File: config.mk
export PLATFORM = sky130hd
export DESIGN_NAME = adrc_ctrl
export DESIGN_NICKNAME = d
export VERILOG_FILES = /design/src/design/adrc_pkg.sv /design/src/design/adrc_ctrl.sv
export SDC_FILE = /design/constraint.sdc
export NUM_CORES = 1
export LEC_CHECK = 0
export BUFFER_PORTS_ARGS = -buffer_cell sky130_fd_sc_hd__buf_2
export CAP_MARGIN = 20
export CORE_AREA = 2 2 39 41
export CTS_BUF_LIST = sky130_fd_sc_hd__clkbuf_8
export CTS_CLUSTER_SIZE = 10
export DETAILED_ROUTE_END_ITERATION = 10
export DIE_AREA = 0 0 41 43
export PLACE_DENSITY = 0.57
export SLEW_MARGIN = 20
export SYNTH_ARGS = -nofsm -noshare
export SYNTH_HDL_FRONTEND = slang
export SYNTH_SLANG_ARGS = --single-unit
File: constraint.sdc
create_clock -name clk -period 1.6 [get_ports clk]
set_clock_uncertainty 0.05 [all_clocks]
set_input_delay 0.32 -clock clk [delete_from_list [all_inputs] [get_ports clk]]
set_output_delay 0.32 -clock clk [all_outputs]
set_load 0.005 [all_outputs]
File: src/design/adrc_pkg.sv
`timescale 1ns / 1ps
// ----------------------------------------------------------------------------
// adrc_pkg
// Shared constants, register indexes, step codes and the command and status
// structures of the disturbance rejection controller.
// ----------------------------------------------------------------------------
package adrc_pkg;

    localparam int FRAC_BITS_DEF   = 16;
    localparam int STATE_WIDTH_DEF = 48;

    localparam int SAMPLE_W     = 32;
    localparam int GAIN_W       = 48;
    localparam int COEF_W       = 32;
    localparam int DT_W         = 32;
    localparam int DT_FRAC      = 32;
    localparam int CMD_INT_BITS = 11;
    localparam int CMD_LO_US    = 1000;
    localparam int CMD_HI_US    = 2000;

    localparam int MAG_W  = 64;
    localparam int HALF_W = 32;
    localparam int OPW    = MAG_W + 1;
    localparam int PROD_W = 2 * MAG_W;

    localparam int CFG_IDX_W  = 4;
    localparam int CFG_DATA_W = 48;

    localparam logic [CFG_IDX_W-1:0] REG_GAIN_L1          = 4'd0;
    localparam logic [CFG_IDX_W-1:0] REG_GAIN_L2          = 4'd1;
    localparam logic [CFG_IDX_W-1:0] REG_GAIN_L3          = 4'd2;
    localparam logic [CFG_IDX_W-1:0] REG_PROP_GAIN        = 4'd3;
    localparam logic [CFG_IDX_W-1:0] REG_DERIV_GAIN       = 4'd4;
    localparam logic [CFG_IDX_W-1:0] REG_INPUT_GAIN       = 4'd5;
    localparam logic [CFG_IDX_W-1:0] REG_INPUT_GAIN_RECIP = 4'd6;
    localparam logic [CFG_IDX_W-1:0] REG_STEP_TIME        = 4'd7;

    typedef enum logic [3:0] {
        STEP_D1,
        STEP_D2_GAIN,
        STEP_D2_INPUT,
        STEP_D3,
        STEP_OUT,
        STEP_RATE,
        STEP_DIST,
        STEP_PROP,
        STEP_DERIV,
        STEP_CMD
    } step_t;

    typedef struct packed {
        logic  load_in;
        logic  mul_start;
        logic  write_back;
        step_t step;
    } dp_cmd_t;

    typedef struct packed {
        logic mul_done;
    } dp_stat_t;

endpackage

File: src/design/adrc_ctrl.sv
`timescale 1ns / 1ps
// ----------------------------------------------------------------------------
// adrc_ctrl
// Controller: takes a sample request, walks the ten multiply steps through
// the datapath and hands the command to the output register.
// ----------------------------------------------------------------------------
module adrc_ctrl
    import adrc_pkg::*;
(
    input  logic     clk,
    input  logic     rst_n,
    input  logic     s_tvalid,
    output logic     s_tready,
    output logic     m_tvalid,
    input  logic     m_tready,
    output dp_cmd_t  cmd,
    input  dp_stat_t stat
);

    typedef enum logic [2:0] {
        ST_IDLE  = 3'b001,
        ST_START = 3'b010,
        ST_WAIT  = 3'b100
    } state_t;

    state_t state_reg;
    state_t state_next;
    step_t  step_reg;
    step_t  step_next;
    logic   out_valid_reg;
    logic   out_valid_next;
    logic   in_fire;
    logic   last_step;
    logic   out_free;
    logic   wb;

    always_comb
    begin
        in_fire    = s_tvalid && (state_reg == ST_IDLE);
        last_step  = (step_reg == STEP_CMD);
        out_free   = !out_valid_reg || m_tready;
        wb         = (state_reg == ST_WAIT) && stat.mul_done && (!last_step || out_free);
        state_next = state_reg;
        step_next  = step_reg;
        case (state_reg)
            ST_IDLE:
            begin
                if (in_fire)
                begin
                    state_next = ST_START;
                    step_next  = STEP_D1;
                end
            end
            ST_START:
            begin
                state_next = ST_WAIT;
            end
            ST_WAIT:
            begin
                if (wb)
                begin
                    if (last_step)
                    begin
                        state_next = ST_IDLE;
                    end
                    else
                    begin
                        state_next = ST_START;
                        step_next  = step_t'(step_reg + 4'd1);
                    end
                end
            end
            default:
            begin
                state_next = ST_IDLE;
            end
        endcase
        if (wb && last_step)
        begin
            out_valid_next = 1'b1;
        end
        else if (m_tready)
        begin
            out_valid_next = 1'b0;
        end
        else
        begin
            out_valid_next = out_valid_reg;
        end
    end

    always_ff @(posedge clk or negedge rst_n)
    begin
        if (!rst_n)
        begin
            state_reg     <= ST_IDLE;
            step_reg      <= STEP_CMD;
            out_valid_reg <= 1'b0;
        end
        else
        begin
            state_reg     <= state_next;
            step_reg      <= step_next;
            out_valid_reg <= out_valid_next;
        end
    end

    assign s_tready       = (state_reg == ST_IDLE);
    assign m_tvalid       = out_valid_reg;
    assign cmd.load_in    = in_fire;
    assign cmd.mul_start  = (state_reg == ST_START);
    assign cmd.write_back = wb;
    assign cmd.step       = step_reg;

    a_accept_starts: assert property (@(posedge clk) disable iff (!rst_n)
        in_fire |=> (state_reg == ST_START) && (step_reg == STEP_D1))
        else $error("accepted request did not start the first step");

    a_result_from_last: assert property (@(posedge clk) disable iff (!rst_n)
        $rose(out_valid_reg) |-> $past((state_reg == ST_WAIT) && (step_reg == STEP_CMD)
                                       && stat.mul_done))
        else $error("result shown without a finished command step");

    a_start_clears_done: assert property (@(posedge clk) disable iff (!rst_n)
        (state_reg == ST_START) |=> !stat.mul_done)
        else $error("multiplier done flag survived a new start");

    a_hold_on_stall: assert property (@(posedge clk) disable iff (!rst_n)
        ((state_reg == ST_WAIT) && last_step && stat.mul_done && out_valid_reg && !m_tready)
        |=> (state_reg == ST_WAIT) && (step_reg == STEP_CMD))
        else $error("command step finished while the output register was full");

endmodule
After elaboration in Yosys (flattened, before gate mapping)
Cells that the tools add are included.

Memories kept: 0. ROM bits: 0. Register bits after elaboration: 8. Bits in writable memories: 0. Word-level logic and storage cells: 33. Bits in latches: 0. Bits of input ports: 5.

Bitwise logic cells: 0. Equal/unequal tests: 7. Mux-type cells: 10. Shift-type cells: 0. $add $sub $neg: 1. Multiply operators: 0. Reduce and logical (&&, ||, !) cells: 12. Divide/modulo/power cells: 0. $lt $le $gt $ge: 0.

Operators with widths (count): 2-to-1 mux 4 bit (3); one-hot mux 3 bit (3 select lines) (1); one-hot mux 4 bit (2 select lines) (1); 2-to-1 mux 3 bit (2); adder 4 x 1 -> 4 bit (second input constant) (1); == test 4 bit (second input constant) (1); logical AND 1 bit (4); inequality test 2 bit (second input constant) (2); AND reduction 4 bit (1); nonzero test 2 bit (2); == test 3 x 1 -> 1 bit (second input constant) (1); == test 3 x 2 -> 1 bit (second input constant) (1); == test 3 bit (second input constant) (1); logical NOT 1 bit (2); logical OR 1 bit (2); 2-to-1 mux 1 bit (2); 2-to-1 mux 2 bit (1); inequality test 2 x 1 -> 1 bit (second input constant) (1); AND reduction 2 bit (1).

Logic depth before layout (Yosys ltp)
Depth after elaboration: 6. Mapped depth: 6. Mapped depth without buffers: 5.

Worst setup path after synthesis
No wires, ideal clock.

Path type: register -> output. Start: register step_reg[0]. End: output port cmd[4] (netlist bit). Path buffers: 1. Required time: 1.230 ns. Cell stages (with the launch flop): 6. Path slack: 0.096 ns. Data arrival time: 1.134 ns. Cells stage by stage: dfstp_2 ha_1 nand3b_1 nor2_1 nor2_1 buf_4.

Longest elaborated chain between the ends: 4.

RTL lines: start, declared (line adrc_ctrl.sv:28) `step_t step_reg;`; start signal, assigned (line adrc_ctrl.sv:103) `step_reg <= step_next;`; == test 4 bit (line adrc_ctrl.sv:40) `last_step = (step_reg == STEP_CMD);`; logical NOT 1 bit (line adrc_ctrl.sv:42) `wb = (state_reg == ST_WAIT) && stat.mul_done && (!last_step || out_free);`; logical OR 1 bit (line adrc_ctrl.sv:42); logical AND 1 bit (line adrc_ctrl.sv:42); end, declared (line adrc_ctrl.sv:16) `output dp_cmd_t cmd,`.

No other way between the ends.

==> flow_metrics.py <==
metrics = {
    "cells_and_area": {
        "drive_gt1_frac": 0.448,
        "final_cell_mix": "13 x buf_2, 5 x dfrtp_1",
        "area_delta_synth_final_pct": 34.7,
        "final_util": 0.429,
        "layout.nets": 66,
        "largest_reg_flops": 4,
        "num_antenna_cells": 0,
        "fin_area_um2": 593,
        "layout_commonest_cell": "buf_2",
    },
    "grt": {
        "overflow": 0,
        "antenna_found_initial": 0,
        "grt_pass1_vias": 351,
        "grt_pass1_wl_mm": 1.46,
        "grt.total_usage": 0.131,
        "grt_max_degree": 9,
    },
    "clock_network": {
        "htree_levels": 1,
        "root_buffer": "clkbuf_8",
        "clk_pin_slew_ns": 0.04,
        "cts_buffers": 3,
        "cts_buffer_depth": 2,
        "cts_tree": "yes",
        "clkLatencyLatePin_ns": 0.23,
        "cts_sinks": 8,
    },
    "critical_path": {
        "cp_cell_sequence": "ha_4, nand3b_1, nor2_1, nor2_1, buf_2",
        "crit_type": "flip-flop to primary output",
        "slowest_delay_ns": 0.54,
        "startpoint_type": "flip-flop",
        "crit_arrival_ns": 1.26,
        "slowest_stage": "dfstp_2",
        "crit_top_cell": "nor2_1",
        "cp_max_fo": 2,
        "crit_path_end_kind": "primary output",
        "worstPathRequired_ns": 1.23,
    },
    "floorplan": {
        "chipHeight_um": 43,
        "pin_count": 14,
        "start_util": 0.318,
        "die-area_um2": 1760,
        "fp.coreArea_um2": 1380,
        "die-width_um": 41,
        "row_count": 14,
    },
    "synth": {
        "ys_ff_latch": 8,
        "synth_top_cell_by_area": "dfrtp_1",
        "syn_area_um2": 440,
        "synth_top_family_by_area": "simple AND/OR/NAND/NOR gates",
        "synthMuxAreaShare": 0.0682,
        "synth_compound_area_frac": 0.0966,
        "synthDistinctLibCells": 24,
        "synth_area_leaders": "dfrtp_1 28%, dfstp_2 18%, mux2i_1 6.8%",
        "yosys.area_share.xor_xnor": 0,
        "synth.avg_cell_area_um2": 11.0,
        "synthAdderAreaFrac": 0.0568,
        "synth-simple-area-share": 0.264,
        "yosys_warnings": 0,
        "syn_nets": 47,
        "seq_area_frac_synth": 0.463,
        "synth_cells": 40,
        "synth_top_area_share": 0.284,
    },
    "routing": {
        "antenna_left": 0,
        "avgRoutedWirePerCell_um": 12.4,
        "wl_um": 921,
        "drt_iter0_markers": 3,
        "first_pass_iters": 2,
        "drcViolationCount": 0,
        "via_per_inst": 4.92,
        "dr_total_vias": 364,
    },
    "placed_design": {
        "dpl.hpwl_um": 697,
        "gp_congestion": 0.663,
        "dpl_worst_slack_ns": 0.105,
        "io_buffer_count": 13,
        "dpl-instance-area_um2": 518,
    },
    "timing": {
        "fin_crit_sh": 1.02,
        "slew_headroom": 0.774,
        "worst_pin_slew_ns": 0.338,
        "maxSlewViolCount": 0,
        "postLayoutSetupSlackWorst_ns": -0.0326,
        "setup_violations": 1,
        "fin_crit_ns": 1.63,
        "final-hold-violation-count": 0,
        "rsz0062_at_grt": "true",
        "fmax_mhz": 613,
    },
    "flow_run": {
        "drv_cap": 0,
    },
    "run_status": {
        "status": "complete, but fails checks",
        "violations": "negative setup slack",
    },
    "power": {
        "leakage_nw": 0.295,
        "ir_drop_mv": 0.493,
        "power_density_nw_per_um2": 1270,
    },
    "min_path": {
        "hold_class": "input port to flip-flop",
    },
}
==> where the power goes <==
group / total [mW] / internal (mW) / switching [mW]
combinational: 0.201 / 0.115 / 0.0861
sequential: 0.302 / 0.252 / 0.0493
clock: 0.249 / 0.166 / 0.0824
==> worst max-delay path, delay by kind of cell (launching register included) <==
kind,cells,cell delay [ns]
adders and majority gates,1,0.12
buffers and inverters,1,0.12
DFF,1,0.54
and+or+nand+nor,3,0.24
==> cell usage after synthesis <==
library cell and count:
dfrtp_1 5, a311oi_1 1, nand2b_1 1, nand4bb_2 1, nor2_1 3, buf_4 2
inv_1 1, nand3b_1 1, inv_2 1, nand4bb_1 1, o21ai_1 1, o21ai_0 1
o21ai_2 1, mux2i_1 3, and3b_1 1, and4bb_1 1, a31o_1 1, nand3_1 2
o22ai_1 1, ha_1 2, nand4_1 1, nand2_1 3, nor3b_1 2, dfstp_2 3
==> area by class of cell <==
cell class	instances	area, um^2
sequential	8	204
clock buffer	3	41.3
multi-input combinational	28	226
fill	143	791
inverter	2	7.51
tap	16	20.0
clock inverter	1	3.75
timing repair buffer	16	90.1
==> worst paths after layout <==
check | startpoint | endpoint | slack, ns | cells after the start
worst min-delay path | stat | state_reg[0] | 0.31 | 3
worst max-delay path | step_reg[0] | cmd[4] | -0.03 | 5
min in group asynchronous | rst_n | state_reg[2] | 0.41 | 2
worst min register to register | step_reg[3] | step_reg[3] | 0.45 | 2
max in group asynchronous | rst_n | step_reg[0] | 0.85 | 2
worst max register to register | step_reg[0] | state_reg[0] | 0.24 | 4
==> cell families after synthesis <==
logic type,count (synthesis)
AO/OA/AOI/OAI,6
adder cells (fa/ha/maj),2
AND/OR/NAND/NOR,17
multiplexers,3
buffers and inverters,4
flip-flops,8
==> per-stage QoR <==
step / total power [mW] / setup TNS [ns] / hold WS, ns / instances
after CTS: 0.764 / -0.0421 / 0.307 / 74
after detailed placement: 0.491 / 0 / 0.127 / 68
final: 0.751 / -0.0326 / 0.309 / 74
after floorplan: 0.430 / 0 / -0.0256 / 40
after global routing: 0.808 / -0.182 / 0.335 / 74
after global placement: 0.488 / 0 / 0.127 / 68
==> repair_timing <==
action / 4_1_cts / 5_1_grt
setup buffers: 1 / 0
gates resized for setup: 3 / 0
endpoints found under the setup margin: 1 / 3
hold buffers: 1 / 0
pin swaps: 3 / 0
cloned: 0 / 0
hold endpoints to repair: 5 / 0
==> metal layers <==
metal / share of wire / GRT usage / wire length (um) / up-vias
li1: - / - / - / 185
met1: 0.44 / 0.145 / 408 / 169
met2: 0.49 / 0.194 / 454 / 8
met3: 0.042 / 0.0471 / 39 / 2
met4: 0.021 / 0.100 / 19 / 0
met5: 0 / 0 / 0 / -
(Power assumes the default switching activity.)
